[src/design/ptpsrv_pkg.sv]
// Package for the PTP PI clock servo: widths, register map, configuration
// struct, sequencer states and datapath control codes.
// No dependencies.
`default_nettype none

package ptpsrv_pkg;

  // Field and datapath widths
  localparam int OFFSET_WIDTH = 48;
  localparam int PPM_WIDTH    = 32;
  localparam int RATIO_W      = 34;
  localparam int RATE_W       = 32;
  localparam int CFG_AW       = 5;
  localparam int CFG_DW       = 32;
  localparam int CNT_W        = 8;
  localparam int SHIFT_W      = 5;
  localparam int MUL_W        = 32;
  localparam int PROD_W       = 2 * MUL_W;
  localparam int K_W          = 44;
  localparam int TOT_W        = 80;
  localparam int TP_W         = TOT_W - MUL_W;
  localparam int TI_W         = 62;
  localparam int SUM_W        = 64;

  // Constants
  localparam logic [19:0]         PPM_SCALE   = 20'd1000000;
  localparam logic [RATIO_W-1:0]  UNITY_RATIO = 34'h1_0000_0000;
  localparam logic [TI_W-1:0]     TI_SAT      = {1'b1, {(TI_W-1){1'b0}}};
  localparam logic [CNT_W-1:0]    CNT_MAX     = '1;
  localparam logic [OFFSET_WIDTH-1:0] OFFSET_MAXPOS = {1'b0, {(OFFSET_WIDTH-1){1'b1}}};
  localparam logic signed [SUM_W-1:0] PPM_MAX =
      (SUM_W'(1) << (PPM_WIDTH - 1)) - SUM_W'(1);
  localparam logic signed [SUM_W-1:0] PPM_MIN = -PPM_MAX - SUM_W'(1);

  // Register map (word index)
  typedef enum logic [2:0] {
    REG_STEP_EN,
    REG_LOG_INT,
    REG_IGAIN,
    REG_PGAIN,
    REG_THRESH,
    REG_VLIMIT,
    REG_LOWER,
    REG_UPPER
  } reg_idx_e;

  typedef struct packed {
    logic               step_en;
    logic signed [4:0]  log_int;
    logic [31:0]        igain;
    logic [23:0]        pgain;
    logic [31:0]        thresh;
    logic [CNT_W-1:0]   vlimit;
    logic signed [31:0] lower;
    logic signed [31:0] upper;
  } cfg_t;

  localparam cfg_t CFG_RESET = '{
    step_en: 1'b1,
    log_int: -5'sd3,
    igain:   32'd10307922,
    pgain:   24'd65536,
    thresh:  32'd1000000000,
    vlimit:  8'd6,
    lower:   -32'sd16384000,
    upper:   32'sd16384000
  };

  // Sequencer states
  typedef enum logic [3:0] {
    S_IDLE,
    S_EVAL,
    S_MUL_K,
    S_MUL_I,
    S_MUL_LL,
    S_MUL_LH,
    S_MUL_HL,
    S_MUL_HH,
    S_TOT_HH,
    S_ADD_P,
    S_CLAMP,
    S_DONE
  } state_e;

  // Multiplier operand pairs
  typedef enum logic [2:0] {
    MS_NONE,
    MS_K,
    MS_I,
    MS_LL,
    MS_LH,
    MS_HL,
    MS_HH
  } mul_sel_e;

  // Partial product accumulation
  typedef enum logic [1:0] {
    TOT_HOLD,
    TOT_LOAD,
    TOT_ADD_MID,
    TOT_ADD_HIGH
  } tot_op_e;

  typedef struct packed {
    mul_sel_e mul_sel;
    tot_op_e  tot_op;
    logic     eval;
    logic     ld_k;
    logic     ld_ti;
    logic     ld_sum_i;
    logic     ld_sum_p;
    logic     clamp;
  } ctl_t;

endpackage

`default_nettype wire

[src/design/ptpsrv_cfg.sv]
// APB-style configuration register file of the PTP PI clock servo.
// Depends on ptpsrv_pkg for the register map and configuration struct.
`default_nettype none

module ptpsrv_cfg (
  input  wire logic                         clk_i,
  input  wire logic                         rst_ni,
  input  wire logic                         psel,
  input  wire logic                         penable,
  input  wire logic                         pwrite,
  input  wire logic [ptpsrv_pkg::CFG_AW-1:0] paddr,
  input  wire logic [ptpsrv_pkg::CFG_DW-1:0] pwdata,
  output logic      [ptpsrv_pkg::CFG_DW-1:0] prdata,
  output logic                              pready,
  output ptpsrv_pkg::cfg_t                  cfg_o
);

  localparam int CFG_AW_HI = ptpsrv_pkg::CFG_AW - 1;

  ptpsrv_pkg::cfg_t     cfg_q;
  ptpsrv_pkg::reg_idx_e idx;
  logic                 wr_en;

  assign idx    = ptpsrv_pkg::reg_idx_e'(paddr[CFG_AW_HI:2]);
  assign wr_en  = psel & penable & pwrite;
  assign pready = 1'b1;
  assign cfg_o  = cfg_q;

  // Register writes on the access phase
  always_ff @(posedge clk_i or negedge rst_ni) begin
    if (!rst_ni) begin
      cfg_q <= ptpsrv_pkg::CFG_RESET;
    end else if (wr_en) begin
      case (idx)
        ptpsrv_pkg::REG_STEP_EN: cfg_q.step_en <= pwdata[0];
        ptpsrv_pkg::REG_LOG_INT: cfg_q.log_int <= $signed(pwdata[4:0]);
        ptpsrv_pkg::REG_IGAIN:   cfg_q.igain   <= pwdata;
        ptpsrv_pkg::REG_PGAIN:   cfg_q.pgain   <= pwdata[23:0];
        ptpsrv_pkg::REG_THRESH:  cfg_q.thresh  <= pwdata;
        ptpsrv_pkg::REG_VLIMIT:  cfg_q.vlimit  <= pwdata[ptpsrv_pkg::CNT_W-1:0];
        ptpsrv_pkg::REG_LOWER:   cfg_q.lower   <= $signed(pwdata);
        ptpsrv_pkg::REG_UPPER:   cfg_q.upper   <= $signed(pwdata);
        default: ;
      endcase
    end
  end

  // Read back; signed fields sign-extended
  always_comb begin
    case (idx)
      ptpsrv_pkg::REG_STEP_EN: prdata = 32'(cfg_q.step_en);
      ptpsrv_pkg::REG_LOG_INT: prdata = 32'($signed(cfg_q.log_int));
      ptpsrv_pkg::REG_IGAIN:   prdata = cfg_q.igain;
      ptpsrv_pkg::REG_PGAIN:   prdata = 32'(cfg_q.pgain);
      ptpsrv_pkg::REG_THRESH:  prdata = cfg_q.thresh;
      ptpsrv_pkg::REG_VLIMIT:  prdata = 32'(cfg_q.vlimit);
      ptpsrv_pkg::REG_LOWER:   prdata = cfg_q.lower;
      ptpsrv_pkg::REG_UPPER:   prdata = cfg_q.upper;
      default:                 prdata = '0;
    endcase
  end

endmodule

`default_nettype wire

[src/design/ptpsrv_mul.sv]
// Shared 32x32 unsigned multiplier with registered product.
// Depends on ptpsrv_pkg for operand and product widths.
`default_nettype none

module ptpsrv_mul (
  input  wire logic                          clk_i,
  input  wire logic                          en_i,
  input  wire logic [ptpsrv_pkg::MUL_W-1:0]  a_i,
  input  wire logic [ptpsrv_pkg::MUL_W-1:0]  b_i,
  output logic      [ptpsrv_pkg::PROD_W-1:0] prod_o
);

  logic [ptpsrv_pkg::PROD_W-1:0] prod_q;
  logic [ptpsrv_pkg::PROD_W-1:0] prod_d;

  assign prod_d = ptpsrv_pkg::PROD_W'(a_i) * ptpsrv_pkg::PROD_W'(b_i);
  assign prod_o = prod_q;

  // Product register, loaded when an operand pair is issued
  always_ff @(posedge clk_i) begin
    if (en_i) begin
      prod_q <= prod_d;
    end
  end

endmodule

`default_nettype wire

[src/design/ptp_pi_clock_servo.sv]
// An integrating update runs S_EVAL, the multiply states, S_TOT_HH, S_ADD_P,
// S_CLAMP and S_DONE; a phase violation goes from S_EVAL to S_CLAMP, an ignored
// request from S_EVAL to S_DONE. A new request is taken only in S_IDLE, once the
// last result is delivered. The shared 32x32 multiplier runs six products per
// integrating update. A stalled result holds the sequencer in its last state.
// Reset: asynchronous active low; clears the servo state and loads register defaults.
`default_nettype none

module ptp_pi_clock_servo (
  input  wire logic                                clk_i,
  input  wire logic                                rst_ni,
  // Configuration port
  input  wire logic                                psel,
  input  wire logic                                penable,
  input  wire logic                                pwrite,
  input  wire logic [ptpsrv_pkg::CFG_AW-1:0]       paddr,
  input  wire logic [ptpsrv_pkg::CFG_DW-1:0]       pwdata,
  output logic      [ptpsrv_pkg::CFG_DW-1:0]       prdata,
  output logic                                     pready,
  // Request channel
  input  wire logic                                in_valid_i,
  output logic                                     in_ready_o,
  input  wire logic signed [ptpsrv_pkg::OFFSET_WIDTH-1:0] phase_offset_i,
  input  wire logic [ptpsrv_pkg::RATIO_W-1:0]      rate_ratio_i,
  input  wire logic                                new_set_point_i,
  // Result channel
  output logic                                     out_valid_o,
  input  wire logic                                out_ready_i,
  output logic                                     update_valid_o,
  output logic                                     phase_step_valid_o,
  output logic signed [ptpsrv_pkg::OFFSET_WIDTH-1:0] phase_step_o,
  output logic signed [ptpsrv_pkg::RATE_W-1:0]     rate_ppm_o
);

  localparam int OW = ptpsrv_pkg::OFFSET_WIDTH;
  localparam int SW = ptpsrv_pkg::SUM_W;

  ptpsrv_pkg::cfg_t   cfg;
  ptpsrv_pkg::state_e state_q, state_d;
  ptpsrv_pkg::ctl_t   ctl;

  // Configuration registers
  ptpsrv_cfg u_cfg (
    .clk_i   (clk_i),
    .rst_ni  (rst_ni),
    .psel    (psel),
    .penable (penable),
    .pwrite  (pwrite),
    .paddr   (paddr),
    .pwdata  (pwdata),
    .prdata  (prdata),
    .pready  (pready),
    .cfg_o   (cfg)
  );

  // Latched request
  logic [OW-1:0]                     off_q;
  logic [ptpsrv_pkg::RATIO_W-1:0]    ratio_q;
  // Servo state
  logic                              pend_q;
  logic [ptpsrv_pkg::CNT_W-1:0]      vcnt_q;
  logic signed [ptpsrv_pkg::PPM_WIDTH-1:0] acc_q;
  // Per-update working registers
  logic                              ign_q, step_q, eneg_q, dneg_q;
  logic [OW-1:0]                     step_val_q;
  logic [ptpsrv_pkg::MUL_W-1:0]      mag_q;
  logic [ptpsrv_pkg::RATIO_W-1:0]    dmag_q;
  logic [ptpsrv_pkg::K_W-1:0]        k_q;
  logic [ptpsrv_pkg::TI_W-1:0]       ti_q;
  logic [ptpsrv_pkg::TOT_W-1:0]      tot_q, tot_d;
  logic signed [SW-1:0]              sum_q;

  logic in_acc, slot_free;
  assign in_ready_o = (state_q == ptpsrv_pkg::S_IDLE);
  assign in_acc     = in_valid_i & in_ready_o;
  assign slot_free  = ~out_valid_o | out_ready_i;

  // Front-end decisions on the latched request
  logic          off_neg, ign, due, take_step, eff_neg, viol, dneg;
  logic [OW-1:0] off_mag, eff_mag, step_val;
  logic [ptpsrv_pkg::CNT_W-1:0] vbase, vcnt_next;
  logic [ptpsrv_pkg::RATIO_W-1:0] dmag;

  always_comb begin
    off_neg   = off_q[OW-1];
    off_mag   = off_neg ? (~off_q + OW'(1)) : off_q;
    ign       = (off_q == '0) && (ratio_q == ptpsrv_pkg::UNITY_RATIO);
    due       = pend_q || (vcnt_q > cfg.vlimit);
    take_step = due & cfg.step_en;
    if (off_neg) begin
      step_val = (off_mag > ptpsrv_pkg::OFFSET_MAXPOS) ? ptpsrv_pkg::OFFSET_MAXPOS : off_mag;
    end else begin
      step_val = ~off_mag + OW'(1);
    end
    eff_mag   = take_step ? '0 : off_mag;
    eff_neg   = take_step ? 1'b0 : off_neg;
    viol      = eff_mag > OW'(cfg.thresh);
    vbase     = due ? '0 : vcnt_q;
    if (viol) begin
      vcnt_next = (vbase == ptpsrv_pkg::CNT_MAX) ? vbase : vbase + 1'b1;
    end else begin
      vcnt_next = '0;
    end
    dneg = (ratio_q < ptpsrv_pkg::UNITY_RATIO);
    dmag = dneg ? (ptpsrv_pkg::UNITY_RATIO - ratio_q) : (ratio_q - ptpsrv_pkg::UNITY_RATIO);
  end

  // Next-state logic
  always_comb begin
    state_d = state_q;
    case (state_q)
      ptpsrv_pkg::S_IDLE:   if (in_valid_i) state_d = ptpsrv_pkg::S_EVAL;
      ptpsrv_pkg::S_EVAL: begin
        if (ign) begin
          state_d = ptpsrv_pkg::S_DONE;
        end else if (viol) begin
          state_d = ptpsrv_pkg::S_CLAMP;
        end else begin
          state_d = ptpsrv_pkg::S_MUL_K;
        end
      end
      ptpsrv_pkg::S_MUL_K:  state_d = ptpsrv_pkg::S_MUL_I;
      ptpsrv_pkg::S_MUL_I:  state_d = ptpsrv_pkg::S_MUL_LL;
      ptpsrv_pkg::S_MUL_LL: state_d = ptpsrv_pkg::S_MUL_LH;
      ptpsrv_pkg::S_MUL_LH: state_d = ptpsrv_pkg::S_MUL_HL;
      ptpsrv_pkg::S_MUL_HL: state_d = ptpsrv_pkg::S_MUL_HH;
      ptpsrv_pkg::S_MUL_HH: state_d = ptpsrv_pkg::S_TOT_HH;
      ptpsrv_pkg::S_TOT_HH: state_d = ptpsrv_pkg::S_ADD_P;
      ptpsrv_pkg::S_ADD_P:  state_d = ptpsrv_pkg::S_CLAMP;
      ptpsrv_pkg::S_CLAMP:  state_d = ptpsrv_pkg::S_DONE;
      ptpsrv_pkg::S_DONE:   if (slot_free) state_d = ptpsrv_pkg::S_IDLE;
      default:              state_d = ptpsrv_pkg::S_IDLE;
    endcase
  end

  // Control decode per state
  always_comb begin
    ctl = '{mul_sel: ptpsrv_pkg::MS_NONE, tot_op: ptpsrv_pkg::TOT_HOLD, default: 1'b0};
    case (state_q)
      ptpsrv_pkg::S_EVAL:   ctl.eval = 1'b1;
      ptpsrv_pkg::S_MUL_K:  ctl.mul_sel = ptpsrv_pkg::MS_K;
      ptpsrv_pkg::S_MUL_I: begin
        ctl.mul_sel = ptpsrv_pkg::MS_I;
        ctl.ld_k    = 1'b1;
      end
      ptpsrv_pkg::S_MUL_LL: begin
        ctl.mul_sel = ptpsrv_pkg::MS_LL;
        ctl.ld_ti   = 1'b1;
      end
      ptpsrv_pkg::S_MUL_LH: begin
        ctl.mul_sel  = ptpsrv_pkg::MS_LH;
        ctl.tot_op   = ptpsrv_pkg::TOT_LOAD;
        ctl.ld_sum_i = 1'b1;
      end
      ptpsrv_pkg::S_MUL_HL: begin
        ctl.mul_sel = ptpsrv_pkg::MS_HL;
        ctl.tot_op  = ptpsrv_pkg::TOT_ADD_MID;
      end
      ptpsrv_pkg::S_MUL_HH: begin
        ctl.mul_sel = ptpsrv_pkg::MS_HH;
        ctl.tot_op  = ptpsrv_pkg::TOT_ADD_MID;
      end
      ptpsrv_pkg::S_TOT_HH: ctl.tot_op   = ptpsrv_pkg::TOT_ADD_HIGH;
      ptpsrv_pkg::S_ADD_P:  ctl.ld_sum_p = 1'b1;
      ptpsrv_pkg::S_CLAMP:  ctl.clamp    = 1'b1;
      default: ;
    endcase
  end

  // Shared multiplier and its operand select
  logic [ptpsrv_pkg::MUL_W-1:0]  mul_a, mul_b;
  logic [ptpsrv_pkg::PROD_W-1:0] prod;

  always_comb begin
    case (ctl.mul_sel)
      ptpsrv_pkg::MS_K: begin
        mul_a = 32'(cfg.pgain);
        mul_b = 32'(ptpsrv_pkg::PPM_SCALE);
      end
      ptpsrv_pkg::MS_I: begin
        mul_a = mag_q;
        mul_b = cfg.igain;
      end
      ptpsrv_pkg::MS_LL: begin
        mul_a = dmag_q[31:0];
        mul_b = k_q[31:0];
      end
      ptpsrv_pkg::MS_LH: begin
        mul_a = dmag_q[31:0];
        mul_b = 32'(k_q[ptpsrv_pkg::K_W-1:32]);
      end
      ptpsrv_pkg::MS_HL: begin
        mul_a = 32'(dmag_q[ptpsrv_pkg::RATIO_W-1:32]);
        mul_b = k_q[31:0];
      end
      ptpsrv_pkg::MS_HH: begin
        mul_a = 32'(dmag_q[ptpsrv_pkg::RATIO_W-1:32]);
        mul_b = 32'(k_q[ptpsrv_pkg::K_W-1:32]);
      end
      default: begin
        mul_a = '0;
        mul_b = '0;
      end
    endcase
  end

  ptpsrv_mul u_mul (
    .clk_i  (clk_i),
    .en_i   (ctl.mul_sel != ptpsrv_pkg::MS_NONE),
    .a_i    (mul_a),
    .b_i    (mul_b),
    .prod_o (prod)
  );

  // Integral term: shift by 16 + log interval, saturate
  logic [5:0]                      sh_full;
  logic [ptpsrv_pkg::SHIFT_W-1:0]  sh;
  logic [ptpsrv_pkg::PROD_W-1:0]   shifted;
  logic [ptpsrv_pkg::TI_W-1:0]     ti_next;

  assign sh_full = 6'd16 + {cfg.log_int[4], cfg.log_int};
  assign sh      = sh_full[ptpsrv_pkg::SHIFT_W-1:0];
  assign shifted = prod >> sh;
  assign ti_next = (shifted > ptpsrv_pkg::PROD_W'(ptpsrv_pkg::TI_SAT)) ?
                   ptpsrv_pkg::TI_SAT : shifted[ptpsrv_pkg::TI_W-1:0];

  // Proportional partial product accumulation
  always_comb begin
    case (ctl.tot_op)
      ptpsrv_pkg::TOT_LOAD:     tot_d = ptpsrv_pkg::TOT_W'(prod);
      ptpsrv_pkg::TOT_ADD_MID:  tot_d = tot_q + (ptpsrv_pkg::TOT_W'(prod) << 32);
      ptpsrv_pkg::TOT_ADD_HIGH: tot_d = tot_q + (ptpsrv_pkg::TOT_W'(prod) << 64);
      default:                  tot_d = tot_q;
    endcase
  end

  // Accumulator sum and clamp
  logic signed [SW-1:0] acc_ext, ti_ext, tp_ext, lo_ext, hi_ext, c1, c2, c3;
  logic [ptpsrv_pkg::TP_W-1:0] tp;

  always_comb begin
    tp      = tot_q[ptpsrv_pkg::TOT_W-1:32];
    acc_ext = SW'(acc_q);
    ti_ext  = $signed({{(SW-ptpsrv_pkg::TI_W){1'b0}}, ti_q});
    tp_ext  = $signed({{(SW-ptpsrv_pkg::TP_W){1'b0}}, tp});
    lo_ext  = SW'($signed(cfg.lower));
    hi_ext  = SW'($signed(cfg.upper));
    c1      = (sum_q < lo_ext) ? lo_ext : sum_q;
    c2      = (c1 > hi_ext) ? hi_ext : c1;
    if (c2 > ptpsrv_pkg::PPM_MAX) begin
      c3 = ptpsrv_pkg::PPM_MAX;
    end else if (c2 < ptpsrv_pkg::PPM_MIN) begin
      c3 = ptpsrv_pkg::PPM_MIN;
    end else begin
      c3 = c2;
    end
  end

  // Control registers
  always_ff @(posedge clk_i or negedge rst_ni) begin
    if (!rst_ni) begin
      state_q <= ptpsrv_pkg::S_IDLE;
      pend_q  <= 1'b0;
      vcnt_q  <= '0;
      acc_q   <= '0;
    end else begin
      state_q <= state_d;
      if (in_acc) begin
        pend_q <= pend_q | new_set_point_i;
      end else if (ctl.eval && !ign && due) begin
        pend_q <= 1'b0;
      end
      if (ctl.eval && !ign) begin
        vcnt_q <= vcnt_next;
      end
      if (ctl.clamp) begin
        acc_q <= ptpsrv_pkg::PPM_WIDTH'(c3);
      end
    end
  end

  // Datapath registers
  always_ff @(posedge clk_i) begin
    if (in_acc) begin
      off_q   <= phase_offset_i;
      ratio_q <= rate_ratio_i;
    end
    if (ctl.eval) begin
      ign_q      <= ign;
      step_q     <= take_step & ~ign;
      step_val_q <= step_val;
      eneg_q     <= eff_neg;
      mag_q      <= eff_mag[ptpsrv_pkg::MUL_W-1:0];
      dneg_q     <= dneg;
      dmag_q     <= dmag;
      sum_q      <= acc_ext;
    end
    if (ctl.ld_k) begin
      k_q <= prod[ptpsrv_pkg::K_W-1:0];
    end
    if (ctl.ld_ti) begin
      ti_q <= ti_next;
    end
    tot_q <= tot_d;
    // phase error is minus the offset
    if (ctl.ld_sum_i) begin
      sum_q <= eneg_q ? (acc_ext + ti_ext) : (acc_ext - ti_ext);
    end else if (ctl.ld_sum_p) begin
      sum_q <= dneg_q ? (sum_q - tp_ext) : (sum_q + tp_ext);
    end
  end

  // Result register
  logic deliver;
  assign deliver = (state_q == ptpsrv_pkg::S_DONE) && slot_free;

  always_ff @(posedge clk_i or negedge rst_ni) begin
    if (!rst_ni) begin
      out_valid_o <= 1'b0;
    end else if (deliver) begin
      out_valid_o <= 1'b1;
    end else if (out_ready_i) begin
      out_valid_o <= 1'b0;
    end
  end

  always_ff @(posedge clk_i) begin
    if (deliver) begin
      update_valid_o     <= ~ign_q;
      phase_step_valid_o <= step_q;
      phase_step_o       <= step_q ? $signed(step_val_q) : '0;
      rate_ppm_o         <= ign_q ? '0 : ptpsrv_pkg::RATE_W'(acc_q);
    end
  end

`ifndef SYNTH
  a_step_implies_update: assert property (@(posedge clk_i) disable iff (!rst_ni)
    out_valid_o && phase_step_valid_o |-> update_valid_o)
    else $error("phase step on an ignored request");

  a_ignored_zero: assert property (@(posedge clk_i) disable iff (!rst_ni)
    out_valid_o && !update_valid_o |->
      !phase_step_valid_o && phase_step_o == '0 && rate_ppm_o == '0)
    else $error("ignored request carries nonzero result");

  a_clamp_upper: assert property (@(posedge clk_i) disable iff (!rst_ni)
    state_q == ptpsrv_pkg::S_CLAMP |=> acc_q <= $past(cfg.upper))
    else $error("accumulator above upper limit after clamp");

  a_busy_after_accept: assert property (@(posedge clk_i) disable iff (!rst_ni)
    in_valid_i && in_ready_o |=> !in_ready_o)
    else $error("ready right after accepting a request");
`endif

endmodule

`default_nettype wire
[config.mk]
export PLATFORM = sky130hd
export DESIGN_NAME = ptp_pi_clock_servo
export DESIGN_NICKNAME = d
export VERILOG_FILES = /design/src/design/ptpsrv_pkg.sv /design/src/design/ptpsrv_cfg.sv /design/src/design/ptpsrv_mul.sv /design/src/design/ptp_pi_clock_servo.sv
export SDC_FILE = /design/constraint.sdc
export NUM_CORES = 2
export LEC_CHECK = 0
export BUFFER_PORTS_ARGS = -buffer_cell sky130_fd_sc_hd__buf_2
export CAP_MARGIN = 20
export CELL_PAD_IN_SITES_DETAIL_PLACEMENT = 2
export CELL_PAD_IN_SITES_GLOBAL_PLACEMENT = 2
export CORE_MARGIN = 4
export CORE_UTILIZATION = 38
export CTS_BUF_LIST = sky130_fd_sc_hd__clkbuf_4
export CTS_CLUSTER_DIAMETER = 100
export DETAILED_ROUTE_END_ITERATION = 6
export PLACE_DENSITY = 0.84
export SETUP_SLACK_MARGIN = 0.3
export SLEW_MARGIN = 20
export SYNTH_ARGS = -nofsm -noshare
export SYNTH_HDL_FRONTEND = slang
export SYNTH_SLANG_ARGS = --single-unit
[constraint.sdc]
create_clock -name clk_i -period 10.1 [get_ports clk_i]
set_input_delay 1.01 -clock clk_i [delete_from_list [all_inputs] [get_ports clk_i]]
set_output_delay 1.01 -clock clk_i [all_outputs]
set_load 0.05 [all_outputs]
==> impl_metrics.py <==
metrics = {
    "die": {
        "core_um2": 227000,
        "die_area_um2": 236000,
        "die_h_um": 486,
        "io_pins": 244,
        "start_util": 0.382,
        "fp.dieW_um": 486,
        "num_rows": 175,
    },
    "sta": {
        "slew_headroom": 0.0467,
        "fin_worst_hold_slack_ps": 48.9,
        "finalMaxSlewViolations": 0,
        "finalHoldViolations": 0,
        "fmax_ghz": 0.0915,
        "worst_slack_ps": -833,
        "fin_crit_sh": 1.08,
        "worst_pin_slew_ps": 1390,
        "finalSetupViolations": 23,
        "rsz0062_at_grt": "yes",
        "clock_skew_ps": 146,
        "period_needed_ps": 10930,
    },
    "yosys": {
        "synth_edf_count": 564,
        "ys_seq_area_frac": 0.257,
        "async_reset_ff_frac": 0.273,
        "synth-seq-cells": 776,
        "avgSynthCellArea_um2": 9.22,
        "synthFlopType": "edfxtp_1",
        "syn_area_um2": 86700,
        "yosysWarningCount": 0,
        "yosysUniqueCellTypes": 94,
        "synth_cells": 9408,
        "syn_nets": 11100,
    },
    "placed_design": {
        "placed_cell_area_um2": 92500,
        "post-dp-hpwl_um": 330000,
        "placedCellCount": 12500,
        "gp_congestion": 0.954,
        "port_buffers": 240,
    },
    "critical_path": {
        "crit-reg2reg-launch": "state_q[0]",
        "crit_top_cell": "fa_1",
        "cp-start-kind": "flip-flop",
        "rrSetupSlack_ps": -830,
        "arrival_ps": 12150,
        "critPathRequiredTime_ps": 11320,
        "crit_path_max_fanout": 12,
        "crit_path_top_delay_cell": "nand3_1",
        "slowest_delay_ps": 940,
        "endpoint_kind": "flip-flop",
        "worstSetupPathType": "flip-flop to flip-flop",
        "timing.critical_path.from": "state_q[0]",
    },
    "power": {
        "ir_worst_vdd_mv": 0.220,
        "p_leak_nw": 43.1,
        "power_w": 0.0367,
        "p_per_area_nw_per_um2": 376,
    },
    "grt": {
        "grt-ovfl-total": 0,
        "grt_max_degree": 92,
        "grt_pass1_wl_um": 653000,
        "grt_use_total": 0.377,
        "grt_pass1_vias": 92100,
        "antenna_found_initial": 83,
    },
    "routing": {
        "drc": 0,
        "vias": 87800,
        "avgRoutedWirePerCell_um": 40.0,
        "drt-initial-drc-count": 11000,
        "wl_um": 522000,
        "drtAntennaViolNets": 0,
        "drt-pass1-iter-count": 6,
        "vias_per_cell": 6.73,
    },
    "outcome": {
        "status": "finished, violations left",
        "violations": "setup timing",
    },
    "run": {
        "max_cap_viol_count": 0,
    },
    "final_layout": {
        "syn2layout_area_growth_pct": 12.7,
        "final_cells": 13100,
        "drive_above_1_share": 0.139,
        "fin_area_um2": 97700,
        "nNetsFinal": 11500,
    },
    "clocking": {
        "clk_pin_slew_ps": 100,
        "cts_sinks": 776,
        "clkLatencyLatePin_ps": 1450,
        "htree_levels": 4,
        "clockBufferDepth": 3,
        "cts_buffers": 212,
        "clock-root-buffer": "clkbuf_4",
        "cts_tree": "yes",
    },
    "hold_path": {
        "hp-class": "primary input to flip-flop",
        "min_from": "pwdata[0]",
    },
}
==> worst paths after layout <==
| path | to | cells after the start |
|---|---|---|
| worst min-delay path | u_cfg.cfg_o[0] | 3 |
| worst min register to register | phase_step_o[2] | 1 |
| worst max register to register | u_mul.prod_o[57] | 28 |
| max in group asynchronous | u_cfg.cfg_o[161] | 4 |
| worst max-delay path | u_mul.prod_o[57] | 28 |
| min in group asynchronous | vcnt_q[4] | 2 |
==> flip-flops by register name, summed over array words and instances (netlist names), 8 cells and up <==
| signal | cells |
|---|---|
| sum_q | 64 |
| ti_q | 62 |
| dmag_q | 34 |
| mag_q | 32 |
| rate_ppm_o | 32 |
| u_cfg.cfg_o | 166 |
| k_q | 44 |
| off_q | 48 |
| phase_step_o | 48 |
| step_val_q | 48 |
| vcnt_q | 8 |
| acc_q | 32 |
| tot_q | 48 |
| u_mul.prod_o | 64 |
| ratio_q | 34 |
==> cell usage after synthesis (42+ instances only) <==
| cell | count | share of area |
|---|---|---|
| fa_1 | 900 | 0.21 |
| a31oi_1 | 61 | 0.0044 |
| nor4_1 | 48 | 0.0035 |
| xor2_1 | 203 | 0.020 |
| a21o_1 | 229 | 0.020 |
| a21oi_1 | 458 | 0.026 |
| a211oi_1 | 63 | 0.0055 |
| o21ai_0 | 396 | 0.023 |
| mux2i_1 | 90 | 0.010 |
| nand2b_1 | 42 | 0.0030 |
| clkbuf_1 | 427 | 0.018 |
| and3_1 | 76 | 0.0055 |
| or2_2 | 65 | 0.0047 |
| o21bai_1 | 50 | 0.0043 |
| dfrtp_1 | 164 | 0.047 |
| a22oi_1 | 71 | 0.0061 |
| nand4_1 | 104 | 0.0075 |
| mux4_2 | 63 | 0.016 |
| nor2_1 | 1017 | 0.044 |
| a41oi_1 | 43 | 0.0043 |
| xnor2_1 | 232 | 0.023 |
| and2_1 | 95 | 0.0069 |
| nand3_1 | 155 | 0.0089 |
| nor2b_1 | 83 | 0.0060 |
| dfstp_2 | 48 | 0.015 |
| edfxtp_1 | 564 | 0.20 |
| nor3_1 | 102 | 0.0059 |
| inv_1 | 1110 | 0.048 |
| mux2_2 | 149 | 0.019 |
| ha_1 | 627 | 0.090 |
| nand2_1 | 1107 | 0.048 |
==> power by group <==
part           internal (W)  switching [W]
sequential          0.00488        0.00192
clock               0.00147        0.00198
combinational       0.00874         0.0177
total                0.0151         0.0216
==> cells in the final DEF (no fill, tap or decap), types with 249 or more instances in the layout <==
| cell | n |
|---|---|
| nor2_1 | 997 |
| nand2_1 | 1103 |
| inv_1 | 1108 |
| edfxtp_1 | 564 |
| a21oi_1 | 446 |
| clkbuf_4 | 307 |
| fa_1 | 894 |
| buf_4 | 249 |
| ha_1 | 619 |
| o21ai_0 | 390 |
==> cells by family (layout without fill, tap and decap cells) <==
family          Yosys count  after routing  synth area share
buf+inv                1597           2170            0.0694
xor+xnor                435            435            0.0439
simple gates           3035           3035             0.156
fa+ha+maj              1527           1527             0.298
mux                     302            302            0.0461
compound gates         1735           1735             0.129
other cells               1             61         0.0000432
flops                   776            776             0.257
==> metrics by stage <==
step / util / TNS, ps / worst slack [ps]
2_1_floorplan: - / 0 / 327
3_3_place_gp: 0.407 / -39.4 / -39.4
4_1_cts: 0.426 / 0 / 288
3_5_place_dp: 0.407 / -1290 / -407
5_1_grt: 0.430 / -10470 / -913
6_report: 0.430 / -9840 / -833
==> cell type report <==
cell class | count | area [um^2]
Fill cell | 24400 | 130000
Multi-Input combinational cell | 7035 | 59200
Sequential cell | 776 | 22300
Timing Repair Buffer | 668 | 5380
Inverter | 1115 | 4190
Tap cell | 3009 | 3760
Clock buffer | 307 | 2300
Clock inverter | 80 | 473
Antenna cell | 60 | 150
==> critical path: cells and delay by family (launching register included) <==
kind / cells / cell delay (ps)
AOI/OAI and AO/OA: 7 / 1620
adders and majority gates: 9 / 5280
buffers and inverters: 5 / 960
DFF: 1 / 480
and+or+nand+nor: 7 / 2400
==> layer usage <==
metal | part of all wire | up-vias | track usage
met1 | 0.32 | 43800 | 0.415
met3 | 0.12 | 3634 | 0.0897
li1 | - | 32800 | -
met5 | 0.00083 | - | 0
met4 | 0.13 | 48 | 0.339
met2 | 0.44 | 7483 | 0.606
==> what timing repair did <==
| action | in CTS | in global routing |
|---|---|---|
| hold buffers | 111 | 1 |
| setup endpoints to repair | 19 | 17 |
| pin swaps | 5 | 22 |
| gates resized for setup | 85 | 109 |
| buffers inserted | 7 | 25 |
| gates cloned | 1 | 5 |
| hold endpoints to repair | 233 | 2 |
Power figures use the tool's default switching activity.
